==> config.mk <==
export PLATFORM = sky130hd
export DESIGN_NAME = lfu_cache_policy_core_flat
export DESIGN_NICKNAME = d
export VERILOG_FILES = /design/src/rtl/lcp_pkg.sv /design/src/rtl/lcp_channels.sv /design/src/rtl/lcp_ctrl.sv /design/src/rtl/lcp_datapath.sv /design/src/rtl/lfu_cache_policy_core.sv /design/src/flat_wrapper.sv
export SDC_FILE = /design/constraint.sdc
export NUM_CORES = 2
export LEC_CHECK = 0
export ABC_CLOCK_PERIOD_IN_PS = 12700
export BUFFER_PORTS_ARGS = -buffer_cell sky130_fd_sc_hd__clkbuf_2
export CORE_ASPECT_RATIO = 0.7
export CORE_MARGIN = 2
export CORE_UTILIZATION = 55
export CTS_CLUSTER_SIZE = 10
export DETAILED_ROUTE_END_ITERATION = 16
export PLACE_DENSITY = 0.75
export SLEW_MARGIN = 20
export SYNTH_ARGS = -nofsm -noshare
export SYNTH_HDL_FRONTEND = slang
export SYNTH_SLANG_ARGS = --single-unit
==> constraint.sdc <==
create_clock -name clk -period 12.7 [get_ports clk]
set_clock_uncertainty 0.05 [all_clocks]
set_input_delay 3.175 -clock clk [delete_from_list [all_inputs] [get_ports clk]]
set_output_delay 3.175 -clock clk [all_outputs]
set_load 0.03 [all_outputs]
==> src/rtl/lcp_pkg.sv <==
// shared constants, codes and control types of the lfu cache policy core
package lcp_pkg;

  localparam int ENTRIES    = 16;
  localparam int KEY_BITS   = 16;
  localparam int COUNT_BITS = 16;
  localparam int VALUE_BITS = 32;
  localparam int CAP_BITS   = 5;

  localparam logic [CAP_BITS-1:0] CAP_RESET = CAP_BITS'(16);

  // slot index, fill count and capacity compare widths
  localparam int SLOT_W = (ENTRIES > 1) ? $clog2(ENTRIES) : 1;
  localparam int OCC_W  = $clog2(ENTRIES + 1);
  localparam int CMP_W  = (CAP_BITS > OCC_W) ? CAP_BITS : OCC_W;

  // victim search: groups reduced in the first step, group winners in the second
  localparam int GROUP   = 4;
  localparam int NGROUPS = (ENTRIES + GROUP - 1) / GROUP;
  localparam int SCORE_W = 1 + COUNT_BITS + SLOT_W;

  localparam logic [COUNT_BITS-1:0] COUNT_MAX = '1;

  localparam logic MODE_PUT = 1'b1;

  typedef enum logic [1:0] {
    ST_IDLE,
    ST_LOOKUP,
    ST_SELECT,
    ST_UPDATE
  } state_t;

  typedef enum logic [1:0] {
    ACT_NONE,
    ACT_TOUCH,
    ACT_INSERT,
    ACT_EVICT
  } action_t;

  typedef struct packed {
    logic    load;
    logic    lookup;
    logic    select;
    logic    update;
    action_t action;
  } cmd_t;

  typedef struct packed {
    logic is_put;
    logic hit;
    logic room;
    logic cap_zero;
  } stat_t;

endpackage

==> src/rtl/lcp_channels.sv <==
// request, response and configuration channel interfaces
interface lcp_req_if;
  logic                                   valid;
  logic                                   ready;
  logic                                   mode;
  logic        [lcp_pkg::KEY_BITS-1:0]    key;
  logic signed [lcp_pkg::VALUE_BITS-1:0]  value;

  modport source (output valid, mode, key, value, input ready);
  modport sink   (input valid, mode, key, value, output ready);
endinterface

interface lcp_rsp_if;
  logic                                   valid;
  logic                                   ready;
  logic                                   hit;
  logic signed [lcp_pkg::VALUE_BITS-1:0]  read_value;
  logic                                   evicted;
  logic        [lcp_pkg::KEY_BITS-1:0]    evicted_key;

  modport source (output valid, hit, read_value, evicted, evicted_key, input ready);
  modport sink   (input valid, hit, read_value, evicted, evicted_key, output ready);
endinterface

interface lcp_cfg_if;
  logic                            valid;
  logic                            ready;
  logic [lcp_pkg::CAP_BITS-1:0]    capacity;

  modport source (output valid, capacity, input ready);
  modport sink   (input valid, capacity, output ready);
endinterface

==> src/rtl/lcp_ctrl.sv <==
// sequencing state machine: request intake, lookup, victim select, update
module lcp_ctrl (
  input  logic           clk,
  input  logic           rst_n,
  input  logic           in_valid,
  output logic           in_ready,
  output logic           out_valid,
  input  logic           out_ready,
  input  lcp_pkg::stat_t stat,
  output lcp_pkg::cmd_t  cmd
);

  lcp_pkg::state_t  state_r, state_nxt;
  logic             out_valid_r, out_valid_nxt;
  lcp_pkg::action_t action;

  // state and response valid registers
  always_ff @(posedge clk) begin
    if (!rst_n) begin
      state_r     <= lcp_pkg::ST_IDLE;
      out_valid_r <= 1'b0;
    end else begin
      state_r     <= state_nxt;
      out_valid_r <= out_valid_nxt;
    end
  end

  // what the update step does, from the lookup outcome
  always_comb begin
    if (!stat.is_put) begin
      action = stat.hit ? lcp_pkg::ACT_TOUCH : lcp_pkg::ACT_NONE;
    end else if (stat.cap_zero) begin
      action = lcp_pkg::ACT_NONE;
    end else if (stat.hit) begin
      action = lcp_pkg::ACT_TOUCH;
    end else if (stat.room) begin
      action = lcp_pkg::ACT_INSERT;
    end else begin
      action = lcp_pkg::ACT_EVICT;
    end
  end

  // next state and commands
  always_comb begin
    state_nxt     = state_r;
    in_ready      = 1'b0;
    cmd.load      = 1'b0;
    cmd.lookup    = 1'b0;
    cmd.select    = 1'b0;
    cmd.update    = 1'b0;
    cmd.action    = action;
    out_valid_nxt = out_valid_r && !out_ready;
    unique case (state_r)
      lcp_pkg::ST_IDLE: begin
        in_ready = 1'b1;
        if (in_valid) begin
          cmd.load  = 1'b1;
          state_nxt = lcp_pkg::ST_LOOKUP;
        end
      end
      lcp_pkg::ST_LOOKUP: begin
        cmd.lookup = 1'b1;
        state_nxt  = lcp_pkg::ST_SELECT;
      end
      lcp_pkg::ST_SELECT: begin
        cmd.select = 1'b1;
        state_nxt  = lcp_pkg::ST_UPDATE;
      end
      lcp_pkg::ST_UPDATE: begin
        // commit only once the response register is free
        if (!out_valid_r || out_ready) begin
          cmd.update    = 1'b1;
          out_valid_nxt = 1'b1;
          state_nxt     = lcp_pkg::ST_IDLE;
        end
      end
      default: begin
        state_nxt = lcp_pkg::ST_IDLE;
      end
    endcase
  end

  assign out_valid = out_valid_r;

endmodule

==> src/rtl/lcp_datapath.sv <==
// entry storage, parallel key match, victim search and entry update
module lcp_datapath (
  input  logic                                  clk,
  input  logic                                  rst_n,
  input  logic                                  in_mode,
  input  logic        [lcp_pkg::KEY_BITS-1:0]   in_key,
  input  logic signed [lcp_pkg::VALUE_BITS-1:0] in_value,
  input  logic                                  cfg_valid,
  input  logic        [lcp_pkg::CAP_BITS-1:0]   cfg_capacity,
  input  lcp_pkg::cmd_t                         cmd,
  output lcp_pkg::stat_t                        stat,
  output logic                                  out_hit,
  output logic signed [lcp_pkg::VALUE_BITS-1:0] out_read_value,
  output logic                                  out_evicted,
  output logic        [lcp_pkg::KEY_BITS-1:0]   out_evicted_key
);

  localparam int ENTRIES = lcp_pkg::ENTRIES;
  localparam int SLOT_W  = lcp_pkg::SLOT_W;
  localparam int OCC_W   = lcp_pkg::OCC_W;
  localparam int CMP_W   = lcp_pkg::CMP_W;
  localparam int GROUP   = lcp_pkg::GROUP;
  localparam int NGROUPS = lcp_pkg::NGROUPS;
  localparam int SCORE_W = lcp_pkg::SCORE_W;
  localparam int KB      = lcp_pkg::KEY_BITS;
  localparam int VB      = lcp_pkg::VALUE_BITS;
  localparam int CB      = lcp_pkg::COUNT_BITS;

  // configuration and fill count
  logic [lcp_pkg::CAP_BITS-1:0] capacity_r;
  logic [OCC_W-1:0]             occupied_r;

  // captured request
  logic                 mode_r;
  logic        [KB-1:0] key_r;
  logic signed [VB-1:0] value_r;

  // entry storage
  logic        [KB-1:0]     entry_key_r   [ENTRIES];
  logic signed [VB-1:0]     entry_value_r [ENTRIES];
  logic        [CB-1:0]     use_count_r   [ENTRIES];
  logic        [SLOT_W-1:0] rank_r        [ENTRIES];

  // pipeline of one request
  logic                 hit_r;
  logic [SLOT_W-1:0]    hit_slot_r;
  logic [SCORE_W-1:0]   grp_score_r [NGROUPS];
  logic [SLOT_W-1:0]    grp_slot_r  [NGROUPS];
  logic [SLOT_W-1:0]    victim_r;
  logic signed [VB-1:0] rd_r;

  // response register
  logic                 out_hit_r;
  logic signed [VB-1:0] out_read_value_r;
  logic                 out_evicted_r;
  logic        [KB-1:0] out_evicted_key_r;

  logic [ENTRIES-1:0] slot_valid;
  logic [SCORE_W-1:0] score [ENTRIES];
  logic               match_any;
  logic [SLOT_W-1:0]  match_slot;
  logic [SCORE_W-1:0] grp_score_nxt [NGROUPS];
  logic [SLOT_W-1:0]  grp_slot_nxt  [NGROUPS];
  logic [SLOT_W-1:0]  victim_nxt;
  logic [CMP_W-1:0]   cap_ext;
  logic [CMP_W-1:0]   cap_eff;
  logic [SLOT_W-1:0]  tgt;
  logic [OCC_W-1:0]   rank_ref;
  logic [SLOT_W-1:0]  rank_nxt  [ENTRIES];
  logic [CB-1:0]      count_nxt [ENTRIES];
  logic               do_update;
  logic               is_evict;

  // slot validity and victim score: invalid last, then low count, then old rank
  always_comb begin
    for (int i = 0; i < ENTRIES; i++) begin
      slot_valid[i] = OCC_W'(i) < occupied_r;
      score[i]      = {!slot_valid[i], use_count_r[i], ~rank_r[i]};
    end
  end

  // parallel key compare, valid keys are unique so the match index is an or
  always_comb begin
    match_any  = 1'b0;
    match_slot = '0;
    for (int i = 0; i < ENTRIES; i++) begin
      if (slot_valid[i] && (entry_key_r[i] == key_r)) begin
        match_any  = 1'b1;
        match_slot = match_slot | SLOT_W'(i);
      end
    end
  end

  // victim search, first step: minimum within each group
  always_comb begin
    int idx;
    for (int g = 0; g < NGROUPS; g++) begin
      grp_score_nxt[g] = score[g * GROUP];
      grp_slot_nxt[g]  = SLOT_W'(g * GROUP);
      for (int j = 1; j < GROUP; j++) begin
        idx = g * GROUP + j;
        if (idx < ENTRIES) begin
          if (score[idx] < grp_score_nxt[g]) begin
            grp_score_nxt[g] = score[idx];
            grp_slot_nxt[g]  = SLOT_W'(idx);
          end
        end
      end
    end
  end

  // victim search, second step: minimum over the group winners
  always_comb begin
    logic [SCORE_W-1:0] best;
    best       = grp_score_r[0];
    victim_nxt = grp_slot_r[0];
    for (int g = 1; g < NGROUPS; g++) begin
      if (grp_score_r[g] < best) begin
        best       = grp_score_r[g];
        victim_nxt = grp_slot_r[g];
      end
    end
  end

  // status for the controller
  always_comb begin
    cap_ext       = CMP_W'(capacity_r);
    cap_eff       = (cap_ext > CMP_W'(ENTRIES)) ? CMP_W'(ENTRIES) : cap_ext;
    stat.is_put   = (mode_r == lcp_pkg::MODE_PUT);
    stat.hit      = hit_r;
    stat.room     = CMP_W'(occupied_r) < cap_eff;
    stat.cap_zero = (capacity_r == '0);
  end

  // target slot and recency reference of the update
  always_comb begin
    case (cmd.action)
      lcp_pkg::ACT_TOUCH: tgt = hit_slot_r;
      lcp_pkg::ACT_EVICT: tgt = victim_r;
      default:            tgt = occupied_r[SLOT_W-1:0];
    endcase
    if (cmd.action == lcp_pkg::ACT_INSERT) begin
      rank_ref = occupied_r;
    end else begin
      rank_ref = OCC_W'(rank_r[tgt]);
    end
    do_update = cmd.update && (cmd.action != lcp_pkg::ACT_NONE);
    is_evict  = (cmd.action == lcp_pkg::ACT_EVICT);
  end

  // per slot rank aging and count update
  always_comb begin
    for (int i = 0; i < ENTRIES; i++) begin
      rank_nxt[i]  = rank_r[i];
      count_nxt[i] = use_count_r[i];
      if (slot_valid[i] && (OCC_W'(rank_r[i]) < rank_ref)) begin
        rank_nxt[i] = rank_r[i] + 1'b1;
      end
      if (SLOT_W'(i) == tgt) begin
        rank_nxt[i] = '0;
        if (cmd.action == lcp_pkg::ACT_TOUCH) begin
          if (use_count_r[i] != lcp_pkg::COUNT_MAX) begin
            count_nxt[i] = use_count_r[i] + 1'b1;
          end
        end else begin
          count_nxt[i] = CB'(1);
        end
      end
    end
  end

  // control registers
  always_ff @(posedge clk) begin
    if (!rst_n) begin
      capacity_r <= lcp_pkg::CAP_RESET;
      occupied_r <= '0;
    end else begin
      if (cfg_valid) begin
        capacity_r <= cfg_capacity;
      end
      if (cmd.update && (cmd.action == lcp_pkg::ACT_INSERT)) begin
        occupied_r <= occupied_r + 1'b1;
      end
    end
  end

  // request capture and per-step pipeline registers
  always_ff @(posedge clk) begin
    if (cmd.load) begin
      mode_r  <= in_mode;
      key_r   <= in_key;
      value_r <= in_value;
    end
    if (cmd.lookup) begin
      hit_r      <= match_any;
      hit_slot_r <= match_slot;
      for (int g = 0; g < NGROUPS; g++) begin
        grp_score_r[g] <= grp_score_nxt[g];
        grp_slot_r[g]  <= grp_slot_nxt[g];
      end
    end
    if (cmd.select) begin
      victim_r <= victim_nxt;
      rd_r     <= entry_value_r[hit_slot_r];
    end
  end

  // entry writes
  always_ff @(posedge clk) begin
    if (do_update) begin
      for (int i = 0; i < ENTRIES; i++) begin
        rank_r[i]      <= rank_nxt[i];
        use_count_r[i] <= count_nxt[i];
      end
      if (cmd.action != lcp_pkg::ACT_TOUCH) begin
        entry_key_r[tgt] <= key_r;
      end
      if (mode_r == lcp_pkg::MODE_PUT) begin
        entry_value_r[tgt] <= value_r;
      end
    end
  end

  // response register
  always_ff @(posedge clk) begin
    if (cmd.update) begin
      out_hit_r         <= hit_r;
      out_read_value_r  <= ((mode_r != lcp_pkg::MODE_PUT) && hit_r) ? rd_r : '0;
      out_evicted_r     <= is_evict;
      out_evicted_key_r <= is_evict ? entry_key_r[victim_r] : '0;
    end
  end

  assign out_hit         = out_hit_r;
  assign out_read_value  = out_read_value_r;
  assign out_evicted     = out_evicted_r;
  assign out_evicted_key = out_evicted_key_r;

endmodule

==> src/rtl/lfu_cache_policy_core.sv <==
// top level of the lfu cache policy core
// Fully associative key-value cache, least-frequently-used replacement with
// least-recent tie break, sixteen entries held in flip-flops.
// in_req carries one get (mode 0) or put (mode 1) request of key and value.
// out_rsp returns one response per request: hit, read_value, evicted and
// evicted_key. cfg_wr writes the capacity register; it is always ready;
// the user must write it only while no request is in flight, and the
// block itself does not enforce this. The response is registered after
// the lookup, victim select and update steps, later while out_rsp stalls.
// A new request is taken only once the previous one has passed the intake
// step and the three-step sequence of key compare, two-level victim search
// and entry/rank update.
// in_req.ready is high only between requests.
// A finished response waits in the output register; the next request is
// taken meanwhile and holds in its update step until that register frees.
// Reset (rst_n low, synchronous) empties the cache and sets capacity to 16;
// there is no clearing pass, entries above the fill count are never read.
module lfu_cache_policy_core (
  input  logic       clk,
  input  logic       rst_n,
  lcp_req_if.sink    in_req,
  lcp_rsp_if.source  out_rsp,
  lcp_cfg_if.sink    cfg_wr
);

  lcp_pkg::cmd_t  cmd;
  lcp_pkg::stat_t stat;
  logic           in_ready;
  logic           out_valid;

  // sequencing
  lcp_ctrl u_ctrl (
    .clk       (clk),
    .rst_n     (rst_n),
    .in_valid  (in_req.valid),
    .in_ready  (in_ready),
    .out_valid (out_valid),
    .out_ready (out_rsp.ready),
    .stat      (stat),
    .cmd       (cmd)
  );

  // storage and compute
  lcp_datapath u_datapath (
    .clk             (clk),
    .rst_n           (rst_n),
    .in_mode         (in_req.mode),
    .in_key          (in_req.key),
    .in_value        (in_req.value),
    .cfg_valid       (cfg_wr.valid),
    .cfg_capacity    (cfg_wr.capacity),
    .cmd             (cmd),
    .stat            (stat),
    .out_hit         (out_rsp.hit),
    .out_read_value  (out_rsp.read_value),
    .out_evicted     (out_rsp.evicted),
    .out_evicted_key (out_rsp.evicted_key)
  );

  assign in_req.ready  = in_ready;
  assign out_rsp.valid = out_valid;
  assign cfg_wr.ready  = 1'b1;

endmodule

==> src/flat_wrapper.sv <==
// flat-port wrapper written by rule: the top's interface ports become plain ports
module lfu_cache_policy_core_flat 
  (clk, rst_n, in_req_valid, in_req_mode, in_req_key, in_req_value, in_req_ready, out_rsp_valid, out_rsp_hit, out_rsp_read_value, out_rsp_evicted, out_rsp_evicted_key, out_rsp_ready, cfg_wr_valid, cfg_wr_capacity, cfg_wr_ready);
  lcp_req_if in_req_i ();
  lcp_rsp_if out_rsp_i ();
  lcp_cfg_if cfg_wr_i ();
  input  logic clk;
  input  logic rst_n;
  input wire logic [$bits(in_req_i.valid)-1:0] in_req_valid;
  input wire logic [$bits(in_req_i.mode)-1:0] in_req_mode;
  input wire logic [$bits(in_req_i.key)-1:0] in_req_key;
  input wire logic [$bits(in_req_i.value)-1:0] in_req_value;
  output wire logic [$bits(in_req_i.ready)-1:0] in_req_ready;
  output wire logic [$bits(out_rsp_i.valid)-1:0] out_rsp_valid;
  output wire logic [$bits(out_rsp_i.hit)-1:0] out_rsp_hit;
  output wire logic [$bits(out_rsp_i.read_value)-1:0] out_rsp_read_value;
  output wire logic [$bits(out_rsp_i.evicted)-1:0] out_rsp_evicted;
  output wire logic [$bits(out_rsp_i.evicted_key)-1:0] out_rsp_evicted_key;
  input wire logic [$bits(out_rsp_i.ready)-1:0] out_rsp_ready;
  input wire logic [$bits(cfg_wr_i.valid)-1:0] cfg_wr_valid;
  input wire logic [$bits(cfg_wr_i.capacity)-1:0] cfg_wr_capacity;
  output wire logic [$bits(cfg_wr_i.ready)-1:0] cfg_wr_ready;
  assign in_req_i.valid = in_req_valid;
  assign in_req_i.mode = in_req_mode;
  assign in_req_i.key = in_req_key;
  assign in_req_i.value = in_req_value;
  assign in_req_ready = in_req_i.ready;
  assign out_rsp_valid = out_rsp_i.valid;
  assign out_rsp_hit = out_rsp_i.hit;
  assign out_rsp_read_value = out_rsp_i.read_value;
  assign out_rsp_evicted = out_rsp_i.evicted;
  assign out_rsp_evicted_key = out_rsp_i.evicted_key;
  assign out_rsp_i.ready = out_rsp_ready;
  assign cfg_wr_i.valid = cfg_wr_valid;
  assign cfg_wr_i.capacity = cfg_wr_capacity;
  assign cfg_wr_ready = cfg_wr_i.ready;
  lfu_cache_policy_core u_core (.clk(clk), .rst_n(rst_n), .in_req(in_req_i), .out_rsp(out_rsp_i), .cfg_wr(cfg_wr_i));
endmodule
---- Word-level counts from Yosys, hierarchy flattened ----
Memory sizes are Yosys's and may differ from the RTL's. A register that Yosys moved wholly into a read port is not among the register bits.
Index checks and enable logic that the tools add are counted.
storage, ports and cells
  register bits ........................... 105
  RAM bits ................................ 1188
  input port bits ......................... 59
  output and inout port bits .............. 53
  logic and storage cells ................. 393
  memories kept ........................... 6
cells by class
  add/subtract/negate cells ............... 33
  order comparisons ....................... 49
  equality and inequality tests ........... 56
  muxes and demuxes ....................... 151
  bitwise operators ....................... 17
  reductions and logical operators ........ 65
memories
  name                             words  bits a word  read ports  clocked after memory_dff  wr ports  RTL line            RTL
  u_core.u_datapath.entry_value_r  16     32           1           1                         1         lcp_datapath.sv:40  logic signed [VB-1:0] entry_value_r [ENTRIES];
  u_core.u_datapath.entry_key_r    16     16           17          1                         1         lcp_datapath.sv:39  logic [KB-1:0] entry_key_r [ENTRIES];
  u_core.u_datapath.use_count_r    16     16           16          0                         16        lcp_datapath.sv:41  logic [CB-1:0] use_count_r [ENTRIES];
  u_core.u_datapath.grp_score_r    4      21           4           0                         4         lcp_datapath.sv:47  logic [SCORE_W-1:0] grp_score_r [NGROUPS];
  u_core.u_datapath.rank_r         16     4            17          0                         16        lcp_datapath.sv:42  logic [SLOT_W-1:0] rank_r [ENTRIES];
  u_core.u_datapath.grp_slot_r     4      4            4           0                         4         lcp_datapath.sv:48  logic [SLOT_W-1:0] grp_slot_r [NGROUPS];
operators with widths
  kind                                                number
  two-way mux 16 bit                                  48
  < comparator 21 bit                                 15
  two-way mux 21 bit                                  14
  adder 16 x 1 -> 16 bit, second input constant       16
  equality test 16 bit                                16
  inequality test 16 bit, second input constant       16
  two-way mux 4 bit                                   43
  < comparator 4 x 5 -> 1 bit                         16
  adder 4 x 1 -> 4 bit, second input constant         16
  inverter 4 bit                                      16
  < comparator 4 x 5 -> 1 bit, first input constant   8
  logical AND 1 bit                                   36
  equality test 4 bit, first input constant           8
  two-way mux 1 bit                                   29
  < comparator 3 x 5 -> 1 bit, first input constant   4
  logical NOT 1 bit                                   19
  two-way mux 2 bit                                   9
  equality test 3 x 4 -> 1 bit, first input constant  4
  OR reduction 15 bit                                 1
  two-way mux 3 bit                                   4
  < comparator 1 x 5 -> 1 bit, first input constant   2
  < comparator 2 x 5 -> 1 bit, first input constant   2
  two-way mux 5 bit                                   2
  equality test 2 bit, second input constant          4
  20 further kinds                                    23

---- Longest topological paths before layout ----
An unclocked memory read counts as a cell.
  word-level depth ........................ 15
  mapped depth ............................ 39
  depth with buffers taken out ............ 33

---- Hierarchy ----
A second synthesis with hierarchy kept.
second synthesis, totals
  cells, all modules ...................... 5003
  area, all modules ....................... 68750.9 sq um
modules (own cells, without submodules)
  module                 instances  cells an instance  area each (sq um)  seq. area each (sq um)
  lcp_datapath           1          4976               68517.0            39838.2
  lcp_ctrl               1          25                 222.7              60.1
  lfu_cache_policy_core  1          2                  11.3               0.0

---- Worst setup path before layout ----
OpenSTA, ideal clock, no wires.
  path type ............................... reg2reg
  start point ............................. reg u_core.u_datapath.occupied_r[3]
  end point ............................... mem u_core.u_datapath.grp_score_r[1][6] (netlist name) (data pin)
  setup time .............................. 0.265 ns
  arrival time ............................ 7.597 ns
  data required time ...................... 12.385 ns
  slack ................................... 4.788 ns
  stages on the path, launching flop included .. 38
  path buffers ............................ 7
  period minus slack after synthesis ...... 7.912 ns
  cell sequence ........................... dfxtp_1 clkbuf_1 or2_2 clkbuf_1 inv_1 nand2_1 ha_1 nand4_1 or4_1 o311ai_2 nor2_1 clkbuf_1 clkbuf_1 a21oi_1 ha_1 a21o_1 a21o_1 a21o_1 (+2 left out) inv_1 o221ai_1 nand2_2 buf_4 mux2i_1 ha_1 a21o_1 a21o_1 a21o_1 a21o_1 a221o_1 a21oi_1 or3b_1 a21oi_1 a221o_1 buf_2 buf_4 mux2i_1
RTL lines
  what                    RTL line             RTL
  from (decl)             lcp_datapath.sv:31   logic [OCC_W-1:0] occupied_r;
  from (signal assigned)  lcp_datapath.sv:182  occupied_r <= occupied_r + 1'b1;
  to (decl)               lcp_datapath.sv:47

==> qor.txt <==
via/cell ratio - 6.47
Synth top cells by count - edfxtp_1, nor2_1, ha_1, xnor2_1, inv_1
M1 wire length - 80800 um
Hold WC Path Type - flop to flop
Rel. slew slack - 19.6%
RSZ-0062 raised after global routing - false
CP required - 13.27 ns
Setup crit end kind - flop
Yosys cell types - 74
VDD IR-drop max - 0.160 mV
proportion of layout cells with a drive suffix above 1 - 14.4%
cts bufs inserted - 153
Critical Path Max Stage Delay - 0.66 ns
largest net degree at the start of global routing - 175
first-pass GRT wire length - 283000 um
Ys Warns - 0
post-route ant nets - 0
CP Data Arrival Time - 10.16 ns
most frequent cell after synthesis - edfxtp_1
Reg2Reg Launch Point - u_core.u_datapath.occupied_r[4]$_SDFFE_PN0P_
hold_sp - u_core.u_datapath.grp_slot_r[3][0]$_SDFFCE_PN1N_
routed len/inst - 27.3 um
min Tclk post-route - 9.59 ns
GR Util All Layers - 29.6%
syn nets - 5537
Critical R2R Capture - u_core.u_datapath.grp_score_r[1][14]$_DFFE_PN_
Vias - 45.1k
drt pass-1 iters - 8
pwr dens - 170 mW/mm^2
Worst Setup Slack, final - 3.11 ns
post-CTS sizing - 0
Seq cells post-synth - 1333
pre-CTS WS - 3.37 ns
uppermost layer routed - met5
DIE AREA - 0.128 mm^2
max-cap violations - 0
met3 wire length - 19700 um
Hold Buf Count CTS - 0
synth top area cells - edfxtp_1, mux4_2, ha_1, xnor2_1, nor2_1
Seq/Total Area, Yosys - 57.9%
placed cells - 6766
IO Pins - 112
vias in the first global route - 43.4k
cell taking the most area after synthesis - edfxtp_1
maximum fanout along the worst path - 41
final wirelength - 190000 um
Post-route DRC - 0
Layout Utilization - 61.3%
synthesized instance count - 5091
Root Buffer - clkbuf_16
Final Cycle Share - 75.5%
FFs w/ async S/R, synth - 0%
Routability Congestion - 0.973
Starting Density - 55.5%
number of setup buffers added after CTS - 0
worst r2r path cells - 31
syn avg cell area - 13.5 um^2
Final Max Slew Viols - 0
Max Clk Rate - 104 MHz
Die Wd - 427 um
# nets final - 5717
Hold Vio Cnt, Final - 0
I/O Buffers - 110
final count of negative-setup-slack endpoints - 0
Setup TNS - 0 ns
outcome - completed
Clock Path Buffers - 3
Slew @ Worst Pin - 1.20 ns
CTS HTree Levels - 4
R2R setup slack - 3.11 ns
Pleak - 27.4 nW
# fillers - 9238
grt ovf - 0
Die Ht - 300 um
P&R area growth vs syn - 10.5%
CTS tree - built
Min-Delay Endpoint - u_core.u_datapath.victim_r[0]$_DFFE_PP_
Clock Pin Slew Worst Setup and Hold Paths - 0.06 ns
CP Launch Type - flop
CP max-delay cell - nor4_1
Worst-Skew Late Latency - 0.81 ns
Non-Filler Instances - 6958
DP HPWL - 123000 um
PnR Total Power - 12.9 mW
top-area cell type share of the netlist area - 57.6%
met2 routed WL - 84200 um
Hold Path Stages - 1
Synth Flop Type - edfxtp_1
core area - 0.124 mm^2
CTS sink cnt - 1333
drt initial violations - 6143
initial antenna violation count - 5
Post-synth EDFFs - 1320
# rows - 108
synthesized area - 0.0689 mm^2
crit path kind - flop to flop
-- power by group --
group          internal [mW]  total [mW]  leakage [nW]  switching, mW
Clock                   2.19        3.97          2.08           1.78
Sequential              5.34        5.60          12.1          0.256
Combinational           1.26        3.35          13.2           2.09
-- per-stage QoR --
step / hold slack, ns / instance area [um^2]
floorplan: 0.423 / 68900
global placement: 0.490 / 71800
detailed placement: 0.491 / 71800
CTS: 0.507 / 76100
finish: 0.504 / 76100
global route: 0.517 / 76100
-- worst max-delay path by stage --
stage	from	to	slack, ns	cells past startpoint
floorplan	u_core.u_datapath.occupied_r[3]$_SDFFE_PN0P_	u_core.u_datapath.grp_score_r[1][6]$_DFFE_PN_	4.79	37
global placement	u_core.u_datapath.occupied_r[4]$_SDFFE_PN0P_	u_core.u_datapath.grp_score_r[1][6]$_DFFE_PN_	3.56	31
detailed placement	u_core.u_datapath.occupied_r[4]$_SDFFE_PN0P_	u_core.u_datapath.grp_score_r[1][17]$_DFFE_PN_	3.37	31
CTS	u_core.u_datapath.occupied_r[4]$_SDFFE_PN0P_	u_core.u_datapath.grp_score_r[1][13]$_DFFE_PN_	3.31	31
global route	u_core.u_datapath.occupied_r[4]$_SDFFE_PN0P_	u_core.u_datapath.grp_score_r[1][14]$_DFFE_PN_	2.65	31
finish	u_core.u_datapath.occupied_r[4]$_SDFFE_PN0P_	u_core.u_datapath.grp_score_r[1][14]$_DFFE_PN_	3.11	31
-- area by class of cell --
cell class,count,area [um^2],share of cell area (%)
Clock buffer,172,3920,5.15
Antenna cell,1,2.50,0.00329
Multi-Input combinational cell,3293,27400,36.0
Inverter,276,1040,1.36
Sequential cell,1333,39900,52.4
Timing Repair Buffer,214,1360,1.79
Clock inverter,19,385,0.506
Tap cell,1650,2060,2.71
-- sequential cells by signal, summed over array words and instances, names as in the netlist, 8 cells and up --
register                           cells
u_core.u_datapath.key_r               16
u_core.u_datapath.out_read_value      32
u_core.u_datapath.rd_r                32
u_core.u_datapath.grp_score_r         84
u_core.u_datapath.entry_value_r      512
u_core.u_datapath.grp_slot_r           8
u_core.u_datapath.out_evicted_key     16
u_core.u_datapath.rank_r              64
u_core.u_datapath.value_r             32
u_core.u_datapath.entry_key_r        256
u_core.u_datapath.use_count_r        256
-- per-layer routing --
metal  vias to the layer above  GRT usage, %
met4                         4          8.56
met2                      2612          43.5
met5                         -             0
met3                       369          5.92
met1                     22499          45.0
li1                      19568             -
-- cells by family (layout without fill, tap and decap cells) --
family	Yosys count	count (layout)	synth area share [%]
flip-flops	1333	1333	57.9
AND/OR/NAND/NOR	1327	1327	9.22
AO/OA/AOI/OAI	631	631	5.86
XOR/XNOR	490	490	6.23
buffers and inverters	465	681	2.58
multiplexers	457	457	11.1
adder cells (fa/ha/maj)	387	387	7.03
other	1	2	0.00545
-- layout by cell type, fill, tap and decap left out, types with 112 or more instances in the layout --
master        n
o21ai_0     149
a21o_1      112
mux2i_1     150
mux4_2      240
a21oi_1     176
nand2_1     246
inv_1       275
ha_1        385
xnor2_1     295
nand3_1     148
clkbuf_16   154
nand4_1     134
edfxtp_1   1320
nor2_1      439
xor2_1      195
-- worst max-delay path: cells and delay by family, from the launching register on --
family / cells / cell delay [ns]
DFF: 1 / 0.52
and+or+nand+nor: 12 / 3.61
AOI/OAI and AO/OA: 11 / 2.51
adders and majority gates: 3 / 1.03
muxes: 2 / 0.66
buffers and inverters: 3 / 1.00
Power figures use the tool's default switching activity.
